===== src/wt1u_pkg.sv =====
`timescale 1ns / 1ps
`default_nettype none
// Shared types, constants and character helpers for the WSPR Type 1 unpacker.
package wt1u_pkg;

    // Field widths of the message.
    localparam int unsigned MSG_BITS  = 50;
    localparam int unsigned CALL_BITS = 28;
    localparam int unsigned GRID_BITS = 22;

    // Claimed length that a well-formed word carries.
    localparam logic [5:0] PAYLOAD_COUNT = 6'(MSG_BITS);

    // Status codes.
    localparam logic [1:0] ST_OK      = 2'd0;
    localparam logic [1:0] ST_BAD_LEN = 2'd1;
    localparam logic [1:0] ST_BAD_LOC = 2'd2;

    // ASCII characters used by the formatters.
    localparam logic [7:0] CHAR_SPACE = 8'h20;
    localparam logic [7:0] CHAR_ZERO  = 8'h30;
    localparam logic [7:0] CHAR_A     = 8'h41;

    // Reciprocal constants for exact division of the 28-bit callsign number.
    // Each multiplier is ceil(2^k / D) with 2^(k-28) >= D, so the top bits of
    // the product are the exact quotient for every 28-bit dividend.
    localparam int unsigned RECIP_W = 29;
    localparam int unsigned PROD_W  = CALL_BITS + RECIP_W;

    localparam int unsigned SH_27      = 33;
    localparam int unsigned SH_729     = 38;
    localparam int unsigned SH_19683   = 43;
    localparam int unsigned SH_196830  = 46;
    localparam int unsigned SH_7085880 = 51;

    localparam int unsigned Q27_W      = 24;
    localparam int unsigned Q729_W     = 19;
    localparam int unsigned Q19683_W   = 14;
    localparam int unsigned Q196830_W  = 11;
    localparam int unsigned Q7085880_W = 6;

    localparam logic [RECIP_W-1:0] RECIP_27 =
        RECIP_W'(((64'd1 << SH_27) + 64'd26) / 64'd27);
    localparam logic [RECIP_W-1:0] RECIP_729 =
        RECIP_W'(((64'd1 << SH_729) + 64'd728) / 64'd729);
    localparam logic [RECIP_W-1:0] RECIP_19683 =
        RECIP_W'(((64'd1 << SH_19683) + 64'd19682) / 64'd19683);
    localparam logic [RECIP_W-1:0] RECIP_196830 =
        RECIP_W'(((64'd1 << SH_196830) + 64'd196829) / 64'd196830);
    localparam logic [RECIP_W-1:0] RECIP_7085880 =
        RECIP_W'(((64'd1 << SH_7085880) + 64'd7085879) / 64'd7085880);

    // Locator field and its division by 180.
    localparam int unsigned LOC_BITS   = 15;
    localparam int unsigned LQ_BITS    = 8;
    localparam int unsigned RECIP180_W = 16;
    localparam int unsigned SH_180     = 23;
    localparam logic [RECIP180_W-1:0] RECIP_180 =
        RECIP180_W'(((64'd1 << SH_180) + 64'd179) / 64'd180);
    localparam logic [LOC_BITS-1:0]  LOC_LIMIT    = 15'd32400;
    localparam logic [GRID_BITS-1:0] POWER_OFFSET = 22'd64;

    // Input word.
    typedef struct packed {
        logic [MSG_BITS-1:0] payload;
        logic [5:0]          bit_count;
    } t_in_word;

    // Result word.
    typedef struct packed {
        logic [47:0] callsign_text;
        logic [2:0]  callsign_length;
        logic [31:0] locator_text;
        logic [6:0]  power_level;
        logic [1:0]  status;
    } t_out_word;

    // Word held between the divider rank and the formatting rank.
    typedef struct packed {
        logic [CALL_BITS-1:0]  n;
        logic [Q27_W-1:0]      q27;
        logic [Q729_W-1:0]     q729;
        logic [Q19683_W-1:0]   q19683;
        logic [Q196830_W-1:0]  q196830;
        logic [Q7085880_W-1:0] q7085880;
        logic [LOC_BITS-1:0]   loc;
        logic [LQ_BITS-1:0]    lq;
        logic [6:0]            pwr;
        logic                  loc_bad;
        logic                  len_bad;
    } t_mid_word;

    // Base-37 digit: 0-9, then A-Z, anything else is a space.
    function automatic logic [7:0] base37_char(input logic [5:0] v);
        logic [7:0] c;
        if (v <= 6'd9) begin
            c = CHAR_ZERO + {2'b00, v};
        end else if (v <= 6'd35) begin
            c = CHAR_A + ({2'b00, v} - 8'd10);
        end else begin
            c = CHAR_SPACE;
        end
        return c;
    endfunction

    // Suffix digit: 0-25 are A-Z, 26 and above a space.
    function automatic logic [7:0] suffix_char(input logic [4:0] v);
        logic [7:0] c;
        if (v <= 5'd25) begin
            c = CHAR_A + {3'b000, v};
        end else begin
            c = CHAR_SPACE;
        end
        return c;
    endfunction

endpackage
`default_nettype wire


===== src/wt1u_loc_fmt.sv =====
`timescale 1ns / 1ps
`default_nettype none
// Locator formatter: turns the locator field and its quotient by 180 into four ASCII characters.
module wt1u_loc_fmt (
    input  logic [wt1u_pkg::LOC_BITS-1:0] i_loc,
    input  logic [wt1u_pkg::LQ_BITS-1:0]  i_lq,
    output logic [31:0]                   o_text
);

    logic [7:0]  d0, d1;
    logic [14:0] lq_back, d1_full;
    logic [15:0] p0, p1;
    logic [4:0]  d0_hi, d1_hi;
    logic [7:0]  d0_rem, d1_rem;

    // Longitude index counts down from the top, latitude index is the remainder.
    assign d0      = 8'd179 - i_lq;
    assign lq_back = {7'b0, i_lq} * 15'd180;
    assign d1_full = i_loc - lq_back;
    assign d1      = d1_full[7:0];

    // Split each index into tens and units; 205/2048 is exact below 1029.
    assign p0     = {8'b0, d0} * 16'd205;
    assign p1     = {8'b0, d1} * 16'd205;
    assign d0_hi  = p0[15:11];
    assign d1_hi  = p1[15:11];
    assign d0_rem = d0 - ({3'b0, d0_hi} * 8'd10);
    assign d1_rem = d1 - ({3'b0, d1_hi} * 8'd10);

    assign o_text = {wt1u_pkg::CHAR_A + {3'b0, d0_hi},
                     wt1u_pkg::CHAR_A + {3'b0, d1_hi},
                     wt1u_pkg::CHAR_ZERO + {4'b0, d0_rem[3:0]},
                     wt1u_pkg::CHAR_ZERO + {4'b0, d1_rem[3:0]}};

endmodule
`default_nettype wire

===== config.mk =====
export PLATFORM = sky130hd
export DESIGN_NAME = wt1u_loc_fmt
export DESIGN_NICKNAME = d
export VERILOG_FILES = /design/src/wt1u_pkg.sv /design/src/wt1u_loc_fmt.sv
export SDC_FILE = /design/constraint.sdc
export NUM_CORES = 1
export LEC_CHECK = 0
export BUFFER_PORTS_ARGS = -buffer_cell sky130_fd_sc_hd__buf_2
export CAP_MARGIN = 20
export CORE_MARGIN = 4
export CORE_UTILIZATION = 40
export DETAILED_ROUTE_END_ITERATION = 8
export GPL_TIMING_DRIVEN = 1
export SYNTH_ARGS = -nofsm -noshare
export SYNTH_HDL_FRONTEND = slang
export SYNTH_SLANG_ARGS = --single-unit

===== constraint.sdc =====
create_clock -name vclk -period 8.6
set_clock_uncertainty 0.05 [all_clocks]
set_input_delay 0.86 -clock vclk [all_inputs]
set_output_delay 0.86 -clock vclk [all_outputs]
set_load 0.02 [all_outputs]

# ---- After elaboration in Yosys (flattened, before gate mapping)
# Cells that the tools add are included.
dict set report word_totals {
  regBits 0
  inputBits 23
  output_inout_bits 32
  word_cells 13
}
dict set report classes {
  add_sub_neg 8
  n_mul 5
}
# cell count
set op_table {}
lappend op_table {{$mul A8 B8 Y16 const B} 2}
lappend op_table {{$add A7 B5 Y8 const A} 2}
lappend op_table {{$add A6 B4 Y7 const A} 2}
lappend op_table {{$mul A5 B3 Y3 const B} 2}
lappend op_table {{$mul A8 B6 Y6 const B} 1}
lappend op_table {{$sub A4 B4 Y4} 2}
lappend op_table {{$sub A8 B8 Y8} 1}
lappend op_table {{$sub A8 B8 Y8 const A} 1}

# ---- Depth between registers and ports, before layout
dict set report logic_depth {
  depth_word 6
  depth_mapped 28
  mapped_depth_nobuf 28
}

# ---- Least setup slack after synthesis
# Ideal clock, no wire load.
dict set report synth_path {
  path_type {input to output}
  start {input i_lq[2] in the netlist's numbering}
  end {output o_text[3]}
  arrival_time_ns 7.111
  required_ns 7.690
  slack_ns 0.579
  path_stages 27
  path_buffers 0
  path_cell_list {ha_1 ha_1 inv_1 fa_1 inv_1 ha_1 inv_1 ha_1 xnor2_1 ha_1 inv_1 fa_1 inv_1 fa_1 inv_1 fa_1 inv_1 ha_1 a211oi_1 o21ai_0 a21oi_1 ha_1 inv_1 fa_1 xor2_1 xnor2_1 xnor2_1}
}
dict set report synth_via {
  elab_chain_len 6
}
# item line
set synth_rtl {}
lappend synth_rtl {{start, declared} wt1u_loc_fmt.sv:6} ;# input logic [wt1u_pkg::LQ_BITS-1:0] i_lq,
lappend synth_rtl {{$mul A8 B6 Y6} wt1u_loc_fmt.sv:18} ;# assign lq_back = {7'b0, i_lq} * 15'd180;
lappend synth_rtl {{$sub A8 B8 Y8} wt1u_loc_fmt.sv:19} ;# assign d1_full = i_loc - lq_back;
lappend synth_rtl {{$mul A8 B8 Y16} wt1u_loc_fmt.sv:24} ;# assign p1 = {8'b0, d1} * 16'd205;
lappend synth_rtl {{$mul A5 B3 Y3} wt1u_loc_fmt.sv:28} ;# assign d1_rem = d1 - ({3'b0, d1_hi} * 8'd10);
lappend synth_rtl {{$sub A4 B4 Y4} wt1u_loc_fmt.sv:28}
lappend synth_rtl {{$add A6 B4 Y7} wt1u_loc_fmt.sv:33} ;# wt1u_pkg::CHAR_ZERO + {4'b0, d1_rem[3:0]}};
lappend synth_rtl {{end, declared} wt1u_loc_fmt.sv:7} ;# output logic [31:0] o_text
# Every way passes these cells.

# ---- Worst setup path in the final report
dict set report layout_path {
  start {input i_lq[4] in the netlist's numbering}
  end {output o_text[3]}
}
# The elaborated chain is that of the path after synthesis.

==> summary.md <==
| Metric | Value |
|---|---|
| Status | finished, final reports clean |
| Post-synthesis sequential area ratio | 0% |
| Smallest hold slack | about 2000 ps |
| CP startpoint | i_lq[4] |
| Synth cell types | 42 |
| Routed Wire Length | between 5 and 6 mm |
| Max-cap violations | 0 |
| Slowest Stage Delay on Critical Path | 520 ps |
| Largest net degree at the start of global routing | 8 |
| Post-Synthesis Cells | about 360 |
| Hold_sp | i_loc[0] |
| Mean area per synthesized cell | just under 9 µm² |
| Final Max Tran Viols | 0 |
| Hold Fails Final Rpt | 0 |
| PortBufs | 36 |
| Core Region | 0.00769 mm² |
| Via/cell ratio | 4.68 |
| First-pass GRT wire length | between 10 and 15 mm |
| Most used cell, CP | ha_1 |
| Final period utilization | a little over nine tenths |
| Setup TNS | 0 ps |
| Ports | 55 |
| Placer Congestion | ~0.85 |
| Area Overhead vs Synth | 8.60% |
| Share of the synthesized area in the top cell type | between 40 and 50% |
| Min-Delay Path Class | primary input to output port |
| Overflow after GRT | 0 |
| Critical Path End | o_text[3] |
| Diodes inserted | 0 |
| RSZ-0062 raised after global routing | false |
| Via count | between 2,000 and 2,500 |
| Slew headroom | around two thirds |
| Die span in x | 96.7 µm |
| Met1 track demand over resource | 16.4% |
| # rows | 32 |
| Post-route ant nets | 0 |
| Yosys top cell by area | ha_1 |
| Count leader, synth | ha_1 |
| Nets | between 500 and 600 |
| 1st-iter DRT viols | 30 |
| Synth cell count leaders | 103 x ha_1, 87 x inv_1, 25 x fa_1, 23 x xnor2_1, 17 x xor2_1 |
| Setup violators final | 0 |
| Critical Path Source Type | primary input |
| # DRC | 0 |
| Met3 usage | less than 1% |
| Die ar. | 0.00934 mm² |
| Req. time, crit path | ~7700 ps |
| CP Capture Type | output port |
| Critical path peak fanout | 5 |
| Die height | roughly 97 µm |
| Initial Util | roughly two fifths |
| Most Crowded Layer GR | met2 |
| DPL Wire Length | ~5.5 mm |
| CP max stage cell | fa_1 |
| Warnings, synthesis | 0 |
| Critical path type | primary input to output port |
| Achievable Freq | roughly 120 MHz |
| Critical Path AT | 7300 ps |
| Share of layout cells above drive strength 1 | between 10% and 20% |
| Antenna violations before repair | 0 |
| Register area | 0 µm² |
| Vias in the first global route | around 2,400 |
| Met2 usage | between 20% and 30% |
| Top cells by area, synth | ha_1 41%, fa_1 16%, inv_1 10%, xnor2_1 6.4%, xor2_1 4.7% |
| Global-route usage over all layers | 12.6% |
| Multi-input logic area | 0.00275 mm² |
| Fin crit period | 8210 ps |
| Fillers | 775 |
| Worst-margin pin slew | between 500 and 600 ps |
| # clk buffers | 0 |
| Synthesized cell area | 0.00314 mm² |
| 1st-pass router iterations | 4 |
| Wire per inst | roughly 12 µm |
| Seq cells | 0 |
stage by stage:
stage	instances	setup slack, ps	area, µm²	utilization [%]
5_1_grt	499	52.1	3410	44.4
4_1_cts	499	268	3410	44.4
6_report	499	392	3410	44.4
3_5_place_dp	499	273	3410	44.4
3_3_place_gp	499	312	3410	44.4
2_1_floorplan	372	579	3180	-
cells by family after synthesis:
| group | share of synthesized area, % |
|---|---|
| buf+inv | 13.7 |
| compound gates | 9.55 |
| fa+ha+maj | 56.9 |
| simple gates | 8.12 |
| other cells | 0.239 |
| xor+xnor | 11.1 |
| mux | 0.318 |
layer usage:
layer / wire (µm) / up-vias
met5: 0 / -
met4: 0 / 0
met3: 135 / 0
met1: 2640 / 1063
li1: - / 1244
met2: 3040 / 27
layout make-up:
class,count,share of cell area [%]
Inverter,87,9.56
Tap cell,102,3.74
Timing Repair Buffer,40,6.16
Multi-Input combinational cell,270,80.5
repair_timing:
item / in CTS / in global routing
resized for setup: 0 / 1
setup endpoints to repair: 0 / 1
buffers inserted: 0 / 0
hold buffers: 0 / 0
critical path: cells and delay by family:
kind | cells | cell delay [ps]
AOI/OAI and AO/OA | 5 | 1010
adders and majority gates | 11 | 3940
buffers and inverters | 6 | 520
xor gates and xnor gates | 5 | 950
cell usage in the layout (no fill, tap or decap), types with 4 or more instances in the layout:
master	netlist	routed
a21o_1	8	8
a21oi_1	12	12
buf_2	0	36
buf_4	13	4
conb_1	2	12
fa_1	25	25
ha_1	103	103
inv_1	87	87
nand2_1	8	8
nand3_1	5	5
nand4_1	4	4
nor2_1	11	11
xnor2_1	23	23
xor2_1	17	17
how the worst min path moves through the flow:
stage                      endpoint  depth (start not counted)
after floorplan           o_text[8]                          1
after global placement    o_text[0]                          2
after detailed placement  o_text[0]                          2
after CTS                 o_text[0]                          2
after global routing      o_text[0]                          2
final                     o_text[0]                          2
Power is not shown: default switching activity piles up to over one toggle a cycle in this logic, so the estimate is an artifact.
