===== config.mk =====
export PLATFORM = sky130hd
export DESIGN_NAME = wt1u_call_fmt
export DESIGN_NICKNAME = d
export VERILOG_FILES = /design/src/wt1u_pkg.sv /design/src/wt1u_call_fmt.sv
export SDC_FILE = /design/constraint.sdc
export NUM_CORES = 1
export LEC_CHECK = 0
export BUFFER_PORTS_ARGS = -buffer_cell sky130_fd_sc_hd__buf_2
export CAP_MARGIN = 20
export CORE_MARGIN = 5
export CORE_UTILIZATION = 35
export DETAILED_ROUTE_END_ITERATION = 10
export GPL_TIMING_DRIVEN = 0
export PLACE_DENSITY_LB_ADDON = 0.05
export RECOVER_POWER = 100
export SYNTH_ARGS = -nofsm -noshare
export SYNTH_HDL_FRONTEND = slang
export SYNTH_SLANG_ARGS = --single-unit

===== constraint.sdc =====
create_clock -name vclk -period 8.1
set_input_delay 1.62 -clock vclk [all_inputs]
set_output_delay 1.62 -clock vclk [all_outputs]
set_load 0.02 [all_outputs]

===== src/wt1u_pkg.sv =====
`timescale 1ns / 1ps
`default_nettype none
// Shared types, constants and character helpers for the WSPR Type 1 unpacker.
package wt1u_pkg;

    // Field widths of the message.
    localparam int unsigned MSG_BITS  = 50;
    localparam int unsigned CALL_BITS = 28;
    localparam int unsigned GRID_BITS = 22;

    // Claimed length that a well-formed word carries.
    localparam logic [5:0] PAYLOAD_COUNT = 6'(MSG_BITS);

    // Status codes.
    localparam logic [1:0] ST_OK      = 2'd0;
    localparam logic [1:0] ST_BAD_LEN = 2'd1;
    localparam logic [1:0] ST_BAD_LOC = 2'd2;

    // ASCII characters used by the formatters.
    localparam logic [7:0] CHAR_SPACE = 8'h20;
    localparam logic [7:0] CHAR_ZERO  = 8'h30;
    localparam logic [7:0] CHAR_A     = 8'h41;

    // Reciprocal constants for exact division of the 28-bit callsign number.
    // Each multiplier is ceil(2^k / D) with 2^(k-28) >= D, so the top bits of
    // the product are the exact quotient for every 28-bit dividend.
    localparam int unsigned RECIP_W = 29;
    localparam int unsigned PROD_W  = CALL_BITS + RECIP_W;

    localparam int unsigned SH_27      = 33;
    localparam int unsigned SH_729     = 38;
    localparam int unsigned SH_19683   = 43;
    localparam int unsigned SH_196830  = 46;
    localparam int unsigned SH_7085880 = 51;

    localparam int unsigned Q27_W      = 24;
    localparam int unsigned Q729_W     = 19;
    localparam int unsigned Q19683_W   = 14;
    localparam int unsigned Q196830_W  = 11;
    localparam int unsigned Q7085880_W = 6;

    localparam logic [RECIP_W-1:0] RECIP_27 =
        RECIP_W'(((64'd1 << SH_27) + 64'd26) / 64'd27);
    localparam logic [RECIP_W-1:0] RECIP_729 =
        RECIP_W'(((64'd1 << SH_729) + 64'd728) / 64'd729);
    localparam logic [RECIP_W-1:0] RECIP_19683 =
        RECIP_W'(((64'd1 << SH_19683) + 64'd19682) / 64'd19683);
    localparam logic [RECIP_W-1:0] RECIP_196830 =
        RECIP_W'(((64'd1 << SH_196830) + 64'd196829) / 64'd196830);
    localparam logic [RECIP_W-1:0] RECIP_7085880 =
        RECIP_W'(((64'd1 << SH_7085880) + 64'd7085879) / 64'd7085880);

    // Locator field and its division by 180.
    localparam int unsigned LOC_BITS   = 15;
    localparam int unsigned LQ_BITS    = 8;
    localparam int unsigned RECIP180_W = 16;
    localparam int unsigned SH_180     = 23;
    localparam logic [RECIP180_W-1:0] RECIP_180 =
        RECIP180_W'(((64'd1 << SH_180) + 64'd179) / 64'd180);
    localparam logic [LOC_BITS-1:0]  LOC_LIMIT    = 15'd32400;
    localparam logic [GRID_BITS-1:0] POWER_OFFSET = 22'd64;

    // Input word.
    typedef struct packed {
        logic [MSG_BITS-1:0] payload;
        logic [5:0]          bit_count;
    } t_in_word;

    // Result word.
    typedef struct packed {
        logic [47:0] callsign_text;
        logic [2:0]  callsign_length;
        logic [31:0] locator_text;
        logic [6:0]  power_level;
        logic [1:0]  status;
    } t_out_word;

    // Word held between the divider rank and the formatting rank.
    typedef struct packed {
        logic [CALL_BITS-1:0]  n;
        logic [Q27_W-1:0]      q27;
        logic [Q729_W-1:0]     q729;
        logic [Q19683_W-1:0]   q19683;
        logic [Q196830_W-1:0]  q196830;
        logic [Q7085880_W-1:0] q7085880;
        logic [LOC_BITS-1:0]   loc;
        logic [LQ_BITS-1:0]    lq;
        logic [6:0]            pwr;
        logic                  loc_bad;
        logic                  len_bad;
    } t_mid_word;

    // Base-37 digit: 0-9, then A-Z, anything else is a space.
    function automatic logic [7:0] base37_char(input logic [5:0] v);
        logic [7:0] c;
        if (v <= 6'd9) begin
            c = CHAR_ZERO + {2'b00, v};
        end else if (v <= 6'd35) begin
            c = CHAR_A + ({2'b00, v} - 8'd10);
        end else begin
            c = CHAR_SPACE;
        end
        return c;
    endfunction

    // Suffix digit: 0-25 are A-Z, 26 and above a space.
    function automatic logic [7:0] suffix_char(input logic [4:0] v);
        logic [7:0] c;
        if (v <= 5'd25) begin
            c = CHAR_A + {3'b000, v};
        end else begin
            c = CHAR_SPACE;
        end
        return c;
    endfunction

endpackage
`default_nettype wire


===== src/wt1u_call_fmt.sv =====
`timescale 1ns / 1ps
`default_nettype none
// Callsign formatter: digits from the exact quotients, character mapping and trimming.
module wt1u_call_fmt (
    input  logic [wt1u_pkg::CALL_BITS-1:0]  i_n,
    input  logic [wt1u_pkg::Q27_W-1:0]      i_q27,
    input  logic [wt1u_pkg::Q729_W-1:0]     i_q729,
    input  logic [wt1u_pkg::Q19683_W-1:0]   i_q19683,
    input  logic [wt1u_pkg::Q196830_W-1:0]  i_q196830,
    input  logic [wt1u_pkg::Q7085880_W-1:0] i_q7085880,
    output logic [47:0]                     o_text,
    output logic [2:0]                      o_length
);

    logic [27:0] t5, diff5;
    logic [23:0] t4, diff4;
    logic [18:0] t3, diff3;
    logic [13:0] t2, diff2;
    logic [10:0] t1, diff1;
    logic [4:0]  d5, d4, d3;
    logic [3:0]  d2;
    logic [5:0]  d1, d0;
    logic [7:0]  raw [0:7];
    logic [5:0]  is_space;
    logic [2:0]  first_pos;
    logic [2:0]  last_pos;

    // Each digit is a quotient less the radix times the next quotient.
    assign t5    = {4'b0, i_q27} * 28'd27;
    assign diff5 = i_n - t5;
    assign d5    = diff5[4:0];

    assign t4    = {5'b0, i_q729} * 24'd27;
    assign diff4 = i_q27 - t4;
    assign d4    = diff4[4:0];

    assign t3    = {5'b0, i_q19683} * 19'd27;
    assign diff3 = i_q729 - t3;
    assign d3    = diff3[4:0];

    assign t2    = {3'b0, i_q196830} * 14'd10;
    assign diff2 = i_q19683 - t2;
    assign d2    = diff2[3:0];

    assign t1    = {5'b0, i_q7085880} * 11'd36;
    assign diff1 = i_q196830 - t1;
    assign d1    = diff1[5:0];

    assign d0    = i_q7085880;

    // Character mapping; the two spare slots read as spaces.
    assign raw[0] = wt1u_pkg::base37_char(d0);
    assign raw[1] = wt1u_pkg::base37_char(d1);
    assign raw[2] = wt1u_pkg::base37_char({2'b00, d2});
    assign raw[3] = wt1u_pkg::suffix_char(d3);
    assign raw[4] = wt1u_pkg::suffix_char(d4);
    assign raw[5] = wt1u_pkg::suffix_char(d5);
    assign raw[6] = wt1u_pkg::CHAR_SPACE;
    assign raw[7] = wt1u_pkg::CHAR_SPACE;

    // Find the first and last characters that are not spaces.
    always_comb begin
        for (int i = 0; i < 6; i++) begin
            is_space[i] = (raw[i] == wt1u_pkg::CHAR_SPACE);
        end
        first_pos = 3'd6;
        for (int i = 5; i >= 0; i--) begin
            if (!is_space[i]) begin
                first_pos = 3'(i);
            end
        end
        last_pos = 3'd0;
        for (int i = 0; i < 6; i++) begin
            if (!is_space[i]) begin
                last_pos = 3'(i);
            end
        end
        if (&is_space) begin
            o_length = 3'd0;
        end else begin
            o_length = last_pos - first_pos + 3'd1;
        end
    end

    // Left-align the kept characters and pad on the right with spaces.
    always_comb begin
        logic [3:0] pos;
        for (int i = 0; i < 6; i++) begin
            pos = {1'b0, first_pos} + 4'(i);
            if (3'(i) < o_length) begin
                o_text[47 - 8 * i -: 8] = raw[pos[2:0]];
            end else begin
                o_text[47 - 8 * i -: 8] = wt1u_pkg::CHAR_SPACE;
            end
        end
    end

endmodule
`default_nettype wire


== Word-level counts from Yosys, hierarchy flattened ==
Cells that the tools add are included.
Storage, ports and cells
  bits in registers: 0
  input port bits: 102
  logic and storage cells: 108
Cells by class
  add/subtract/negate cells: 24
  multiply operators: 5
  $lt $le $gt $ge: 21
  equality and inequality tests: 6
  muxes and demuxes: 45
  bitwise logic cells: 6
  reduce and logical (&&, ||, !) cells: 1
Operators with widths (number)
  $mux W8: 27
  $bmux W8 S3: 6
  $eq A8 B6 Y1 const B: 6
  $mux W3: 10
  $add A7 B5 Y8 const A: 3
  $add A7 B8 Y8 const A: 3
  $ge A4 B4 Y1 const B: 6
  $mul A24 B5 Y5 const B: 1
  $not A3 Y4: 6
  $mul A19 B5 Y5 const B: 1
  $le A5 B5 Y1 const B: 3
  $sub A5 B5 Y5: 3
  $add A6 B6 Y7 const A: 2
  $mul A14 B5 Y5 const B: 1
  $sub A6 B4 Y7 const B: 2
  $le A6 B4 Y1 const B: 2
  $le A6 B6 Y1 const B: 2
  $mul A11 B3 Y3 const B: 1
  $add A6 B4 Y7 const A: 1
  $add A3 B1 Y3 const B: 2
  $add A3 B2 Y3 const B: 2
  $add A3 B3 Y3 const B: 2
  $le A4 B6 Y1 const B: 1
  $lt A1 B3 Y1 const A: 2
  11 further kinds: 13

== Logic depth before layout (Yosys ltp) ==
Gate-level depths: netlist of the first run.
  word-level depth: 17
  mapped depth: 25
  mapped depth without buffers: 23

== Worst setup path after synthesis of the first run ==
OpenSTA, ideal clock, no wires.
  kind: in2out
  start: input i_q7085880[2] (netlist bit)
  end: output o_text[7]
  arrival: 6.780 ns
  required time: 6.480 ns
  slack: -0.300 ns
  stages on the path: 23
  cell sequence: inv_1 -> ha_1 -> a21o_1 -> a31oi_1 -> xnor2_1 -> inv_1 -> ha_1 -> a21bo_2 -> nand3_2 -> or2_1 -> clkbuf_1 -> o311a_1 -> o211ai_2 -> o211ai_4 -> buf_6 -> buf_2 -> ha_1 -> ha_1 -> xor2_1 -> xnor2_1 -> clkbuf_1 -> nand2_1 -> nor4_1
On the way
  longest elaborated chain between the ends: 17
RTL lines
  start, declared: line wt1u_call_fmt.sv:10  | input logic [wt1u_pkg::Q7085880_W-1:0] i_q7085880,
  $mul A6 B4 Y4: line wt1u_call_fmt.sv:45  | assign t1 = {5'b0, i_q7085880} * 11'd36;
  $sub A6 B6 Y6: line wt1u_call_fmt.sv:46  | assign diff1 = i_q196830 - t1;
  $sub A6 B4 Y7: line wt1u_pkg.sv:99  | c = CHAR_A + ({2'b00, v} - 8'd10);
  $add A7 B8 Y8: line wt1u_pkg.sv:99
  $mux W8: line wt1u_pkg.sv:98  | end else if (v <= 6'd35) begin
  $mux W8: line wt1u_pkg.sv:96  | if (v <= 6'd9) begin
  $eq A8 B6 Y1: line wt1u_call_fmt.sv:64  | is_space[i] = (raw[i] == wt1u_pkg::CHAR_SPACE);
  $mux W1: line wt1u_call_fmt.sv:74  | if (!is_space[i]) begin
  $mux W3 (4 in series): line wt1u_call_fmt.sv:74
  $sub A3 B3 Y3: line wt1u_call_fmt.sv:81  | o_length = last_pos - first_pos + 3'd1;
  $add A3 B1 Y3: line wt1u_call_fmt.sv:81
  $mux W3 *: line wt1u_call_fmt.sv:78  | if (&is_space) begin
  net o_length[2]: line wt1u_call_fmt.sv:12  | output logic [2:0] o_length
  $lt A3 B3 Y1 *: line wt1u_call_fmt.sv:90  | if (3'(i) < o_length) begin
  $mux W8 *: line wt1u_call_fmt.sv:90
  end, declared: line wt1u_call_fmt.sv:11  | output logic [47:0] o_text,
Mark *: on every way through the listed nets, which the timed path passes. The rest lies on a longest branch. The select of a mux whose other input is x is not followed.

== Final worst setup path of the first run ==
  start: input i_q7085880[2] (netlist bit)
  end: output o_text[17]
On the way
  longest elaborated chain between the ends: 17
RTL lines (line)
  $mul A6 B4 Y4: wt1u_call_fmt.sv:45
  $sub A6 B6 Y6: wt1u_call_fmt.sv:46
  $sub A6 B4 Y7: wt1u_pkg.sv:99
  $add A7 B8 Y8: wt1u_pkg.sv:99
  $mux W8: wt1u_pkg.sv:98
  $mux W8: wt1u_pkg.sv:96
  $eq A8 B6 Y1: wt1u_call_fmt.sv:64
  $mux W1: wt1u_call_fmt.sv:74
  $mux W3 (4 in series): wt1u_call_fmt.sv:74
  $sub A3 B3 Y3: wt1u_call_fmt.sv:81
  $add A3 B1 Y3: wt1u_call_fmt.sv:81
  $mux W3: wt1u_call_fmt.sv:78
  $lt A2 B3 Y1: wt1u_call_fmt.sv:90
  $mux W8 *: wt1u_call_fmt.sv:90
Every way passes the cells marked *; elsewhere a longest branch is shown, timed or not. The select of a mux whose other input is x is not followed.

==> out/metrics.csv, run 1 <==
stage;metric;value;unit
outcome;status;finished clean;
die;fp.coreArea;11960;um^2
critical_path;cp_num_cells;25;
critical_path;critPathMaxStageDelay;0.40;ns
die;rows;40;
final_layout;syn2layout_area_growth;21.29;%
final_layout;fin_area;5147;um^2
die;start_util;35.48;%
drt;drc;0;
die;ioPinCount;153;
run;cap_violations;0;
die;die_area;14430;um^2
drt;vias;4576;
critical_path;crit_end;o_text[17];
critical_path;critPathArrivalTime;6.27;ns
sta;slew_viol_final;0;
final_layout;num-nets-final;872;
logic_synthesis;avgSynthCellArea;7.027;um^2
sta;fmax;126.7;MHz
drt;firstDrtPassIters;6;
logic_synthesis;synthTopCellsByCount;inv_1, ha_1, nor2_1;
logic_synthesis;yosysTopAreaCell;ha_1;
sta;tightest_slew;0.6163;ns
critical_path;slowest_stage;o311a_4;
sta;final-setup-viol-count;0;
drt;totalWireLength;13570;um
final_layout;n_sequential_cell;0;
critical_path;crit_type;in -> out;
power_and_ir_drop;vdd_ir_drop_max;0.1982;mV
die;die_w;120.1;um
placement;place_congestion;0.9352;
logic_synthesis;ys_types;85;
logic_synthesis;synth_most_common_cell;inv_1;
critical_path;critPathBufInv;7;
sta;hold_viol;0;
final_layout;nFillCells;1234;
sta;slew-limit-headroom;58.62;%
critical_path;start_kind;primary input;
critical_path;worstSetupEndpointType;primary output;
drt;via_per_inst;5.448;
sta;period_minus_slack;7.891;ns
drt;ant_nets;0;
critical_path;critical_path.most_common_cell;inv_1;
power_and_ir_drop;p_leak;2.511;nW
die;die_h;120.1;um
final_layout;fin_util;43.03;%
critical_path;path_max_fanout;9;
global_routing;grt_pass1_vias;4609;
final_layout;multi_input_area;4028;um^2
power_and_ir_drop;power_density;306.9;nW/um^2
final_layout;regArea;0;um^2
global_routing;track_usage;18.43;%
sta;period_share;97.42;%
placement;hpwl;11410;um
global_routing;grt_antenna_before_repair;0;
logic_synthesis;yosysWarningCount;0;
logic_synthesis;synth.area.top_cells;ha_1, xnor2_1, inv_1, fa_1, nor2_1;
global_routing;grt_pass1_wl;22690;um
global_routing;grt_max_degree;12;
logic_synthesis;syn_inst;604;
logic_synthesis;yosysSeqAreaShare;0;%
final_layout;clock_buffers;0;
critical_path;cp-startpoint;i_q7085880[2];
drt;drt_iter0_markers;355;
critical_path;worst_ep_required_time;6.48;ns
logic_synthesis;syn_area;4244;um^2
final_layout;diodes;0;
placement;post_dp_cell_area;4872;um^2
drt;wl_per_cell;16.15;um
global_routing;grt_overflow;0;
final_layout;drive_above_1_share;22.94;%
hold_path;hp-class;in -> out;
critical_path;crit_family;compound AO/OA/AOI/OAI gates;
placement;io_buffers;81;
logic_synthesis;synth_top_area_share;18.87;%
[worst min path at each step]
stage	end	cells past startpoint	startpoint
floorplan	o_text[44]	3	i_q7085880[4]
global placement	o_text[43]	5	i_q7085880[3]
detailed placement	o_text[43]	5	i_q7085880[3]
CTS	o_text[43]	5	i_q7085880[3]
global route	o_text[43]	5	i_q7085880[3]
finish	o_text[43]	5	i_q7085880[3]
[logic make-up after synthesis]
group	share of synthesized area, %
other cells	0.08836
fa+ha+maj	24.06
buf+inv	10.08
compound gates	26.95
xor+xnor	12.65
simple gates	21.93
mux	4.245
[layout by cell type (no fill, tap or decap), types with 4 or more instances in the layout]
cell and instances:
o21ai_1 6, nand3_1 13, mux2_2 4, nor2_1 57
clkbuf_2 4, a31oi_1 7, a221oi_1 4, nand2_1 41
o21bai_1 8, ha_1 62, fa_1 10, o21ai_0 18
a211oi_1 8, xnor2_2 4, clkbuf_1 10, nor2b_1 6
and2_1 5, nand4_1 5, mux2i_1 12, nor3_1 7
inv_1 70, a311o_1 5, xor2_1 9, nand2b_1 11
o22ai_1 9, buf_2 84, xnor2_1 40, a21o_1 8
buf_4 15, a21oi_1 36, a22oi_1 6, inv_2 5
nand3b_1 4
[metal layers]
layer  up-vias  track usage [%]  wire, um
met2       122            35.69      7116
met1      2150            22.33      5702
met5         -                0         0
li1       2294                -         -
met3        10            1.602       602
met4         0            2.577       145
[stage by stage]
| stage | setup WS [ns] | total power [mW] | std cells | TNS [ns] | hold slack (ns) |
|---|---|---|---|---|---|
| 2_1_floorplan | 0.05654 | 1.042 | 605 | 0 | 3.498 |
| 3_3_place_gp | -0.8138 | 1.456 | 833 | -31.52 | 3.747 |
| 3_5_place_dp | -0.8079 | 1.463 | 833 | -31.33 | 3.748 |
| 4_1_cts | 0.02561 | 1.525 | 837 | 0 | 3.741 |
| 5_1_grt | -0.01801 | 1.721 | 840 | -0.05222 | 3.794 |
| 6_report | 0.2093 | 1.580 | 840 | 0 | 3.741 |
[power by group]
part / internal [mW] / switching, mW / total, mW / leakage (nW)
Sequential: 0 / 0 / 0 / 0
Combinational: 0.587 / 0.993 / 1.58 / 2.51
Clock: 0 / 0 / 0 / 0
Total: 0.587 / 0.993 / 1.58 / 2.51
[final cells by class]
class / instances / share of cell area (%)
plain buffers: 27 / 2.820
repair buffers: 91 / 9.820
well taps: 147 / 3.573
inverters: 76 / 5.542
multi-input cells: 499 / 78.24
[what timing repair did]
action	4_1_cts	5_1_grt
gates resized for setup	25	19
hold endpoints to repair	0	0
setup endpoints to repair	47	46
hold buffers	0	0
pin swaps	4	7
buffers inserted	5	5
Power figures use the tool's default switching activity.
==> inputs of run 2 (changes only) <==
--- a/config.mk
+++ b/config.mk
@@ -5,6 +5,7 @@
 export SDC_FILE = /design/constraint.sdc
 export NUM_CORES = 1
 export LEC_CHECK = 0
+export ABC_AREA = 1
 export BUFFER_PORTS_ARGS = -buffer_cell sky130_fd_sc_hd__buf_2
 export CAP_MARGIN = 20
 export CORE_MARGIN = 5
==> run 2 against run 1 <==
Against the previous run:
- die area increased by 3.6%
- design area grew 1.6%
- via count increased by 12%
- critical path type unchanged
- largest power group unchanged
- setup slack improved by 0.16 ns
- critical path depth increased by 9
- largest cell class unchanged
- sequential share of layout area unchanged
- wire length rose by 0.74%
- maximum frequency increased by 2.1%
- cell count is 29% higher
==> out/metrics.csv, run 2 <==
stage;metric;value;unit
drt;firstDrtPassIters;4;
die;start_util;35.39;%
logic_synthesis;yosysSeqAreaShare;0;%
drt;totalWireLength;13670;um
die;die_h;122.3;um
sta;tightest_slew;0.6589;ns
placement;hpwl;11850;um
placement;preCtsSetupSlack;-0.2291;ns
sta;period_minus_slack;7.729;ns
drt;via_per_inst;4.721;
drt;wl_per_cell;12.63;um
critical_path;worstSetupEndpointType;primary output;
sta;postLayoutSetupSlackWorst;0.3705;ns
power_and_ir_drop;power_density;243.7;nW/um^2
run;cap_violations;0;
sta;final-setup-viol-count;0;
final_layout;diodes;0;
critical_path;critPathArrivalTime;6.11;ns
global_routing;grt_antenna_before_repair;0;
final_layout;num-nets-final;1089;
sta;fmax;129.4;MHz
critical_path;critical_path.most_common_cell;nand2_1;
critical_path;slowest_stage;fa_1;
sta;slew-limit-headroom;55.61;%
hold_path;whs_path_depth;5;
logic_synthesis;synth.area.top_cells;nand2_1, ha_1, inv_1, nand3_1, nor2_1;
final_layout;n_sequential_cell;0;
placement;place_congestion;0.9079;
drt;drc;0;
outcome;status;finished clean;
drt;vias;5108;
critical_path;path_max_fanout;10;
placement;io_buffers;81;
die;fp.coreArea;12470;um^2
clock_network;hold_buffers;0;
sta;slew_viol_final;0;
global_routing;grt_pass1_wl;22980;um
logic_synthesis;ys_types;35;
final_layout;fin_util;41.94;%
final_layout;drive_above_1_share;17.14;%
die;die_area;14950;um^2
final_layout;syn2layout_area_growth;18.49;%
logic_synthesis;syn_area;4412;um^2
die;ioPinCount;153;
final_layout;final_cell_mix;nand2_1, inv_1, nand3_1, nor2_1, buf_2;
logic_synthesis;yosysWarningCount;0;
final_layout;final_common_cell;nand2_1;
final_layout;regArea;0;um^2
power_and_ir_drop;vdd_ir_drop_max;0.07343;mV
logic_synthesis;yosysTopAreaCell;nand2_1;
logic_synthesis;syn_inst;816;
die;rows;41;
die;die_w;122.3;um
hold_path;hp-class;in -> out;
hold_path;worstHoldStart;i_q7085880[4];
global_routing;grt_pass1_vias;4780;
critical_path;start_kind;primary input;
critical_path;cp-startpoint;i_q7085880[1];
drt;drt_iter0_markers;209;
global_routing;grt_overflow;0;
power_and_ir_drop;power;1.274;mW
sta;period_share;95.43;%
final_layout;clock_buffers;0;
global_routing;grt_max_degree;15;
power_and_ir_drop;p_leak;3.248;nW
sta;tns;0;ns
critical_path;crit_type;in -> out;
global_routing;track_usage;18.31;%
critical_path;critPathMaxStageDelay;0.42;ns
critical_path;worst_ep_required_time;6.48;ns
sta;whs;3.895;ns
logic_synthesis;synthTopCellsByCount;nand2_1, inv_1, nand3_1;
sta;hold_viol;0;
logic_synthesis;synth_most_common_cell;nand2_1;
logic_synthesis;avgSynthCellArea;5.407;um^2
drt;ant_nets;0;
hold_path;hold_path_end;o_text[44];
logic_synthesis;synth_top_area_share;21.19;%
-- run 2: power by group --
part / switching (mW) / internal [mW] / leakage, nW
logic: 0.856 / 0.418 / 3.25
clock network: 0 / 0 / 0
registers: 0 / 0 / 0
-- run 2: layout make-up --
type               count  area, um^2
plain buffers         21       140.1
fillers             1450        7238
inverters            151       578.1
multi-input cells    643        3774
well taps            172       215.2
repair buffers        95       520.5
-- run 2: logic make-up (layout without fill, tap and decap cells) --
logic type      Yosys count  count (layout)  synth area share, %
compound gates           75              75                9.444
buf+inv                 174             267                16.02
simple gates            453             453                43.76
other cells               1               2              0.08500
fa+ha+maj                75              75                23.14
xor+xnor                 38              38                7.544
-- run 2: per-layer routing --
layer / routed length [um] / vias up / GRT usage, % / share of wire, %
li1: - / 2715 / - / -
met1: 6807 / 2262 / 26.95 / 50
met2: 6054 / 112 / 29.99 / 44
met3: 550 / 19 / 1.014 / 4.0
met4: 256 / 0 / 2.939 / 1.9
met5: 0 / - / 0 / 0
-- run 2: what timing repair did --
action,4_1_cts,5_1_grt
setup endpoints to repair,23,46
cloned,0,0
buffers inserted,2,12
hold endpoints to repair,0,0
gates resized for setup,6,25
pin swaps,1,6
-- run 2: metrics by stage --
| stage | cells | area [um^2] |
|---|---|---|
| floorplan | 817 | 4415 |
| global placement | 1070 | 5036 |
| detailed placement | 1070 | 5036 |
| CTS | 1071 | 5067 |
| global route | 1082 | 5228 |
| finish | 1082 | 5228 |
-- run 2: worst max-delay path, delay by kind of cell --
family                     cells  cell delay [ns]
and+or+nand+nor               16             1.60
AOI/OAI and AO/OA              3             0.38
buffers and inverters         10             1.34
adders and majority gates      4             0.97
xor gates and xnor gates       1             0.17
-- run 2: worst max path at each step --
stage	slack, ns	end
detailed placement	-0.23	o_text[42]
floorplan	0.64	o_text[7]
CTS	0.05	o_text[25]
global placement	-0.16	o_text[42]
global route	-0.003	o_text[25]
finish	0.37	o_text[46]
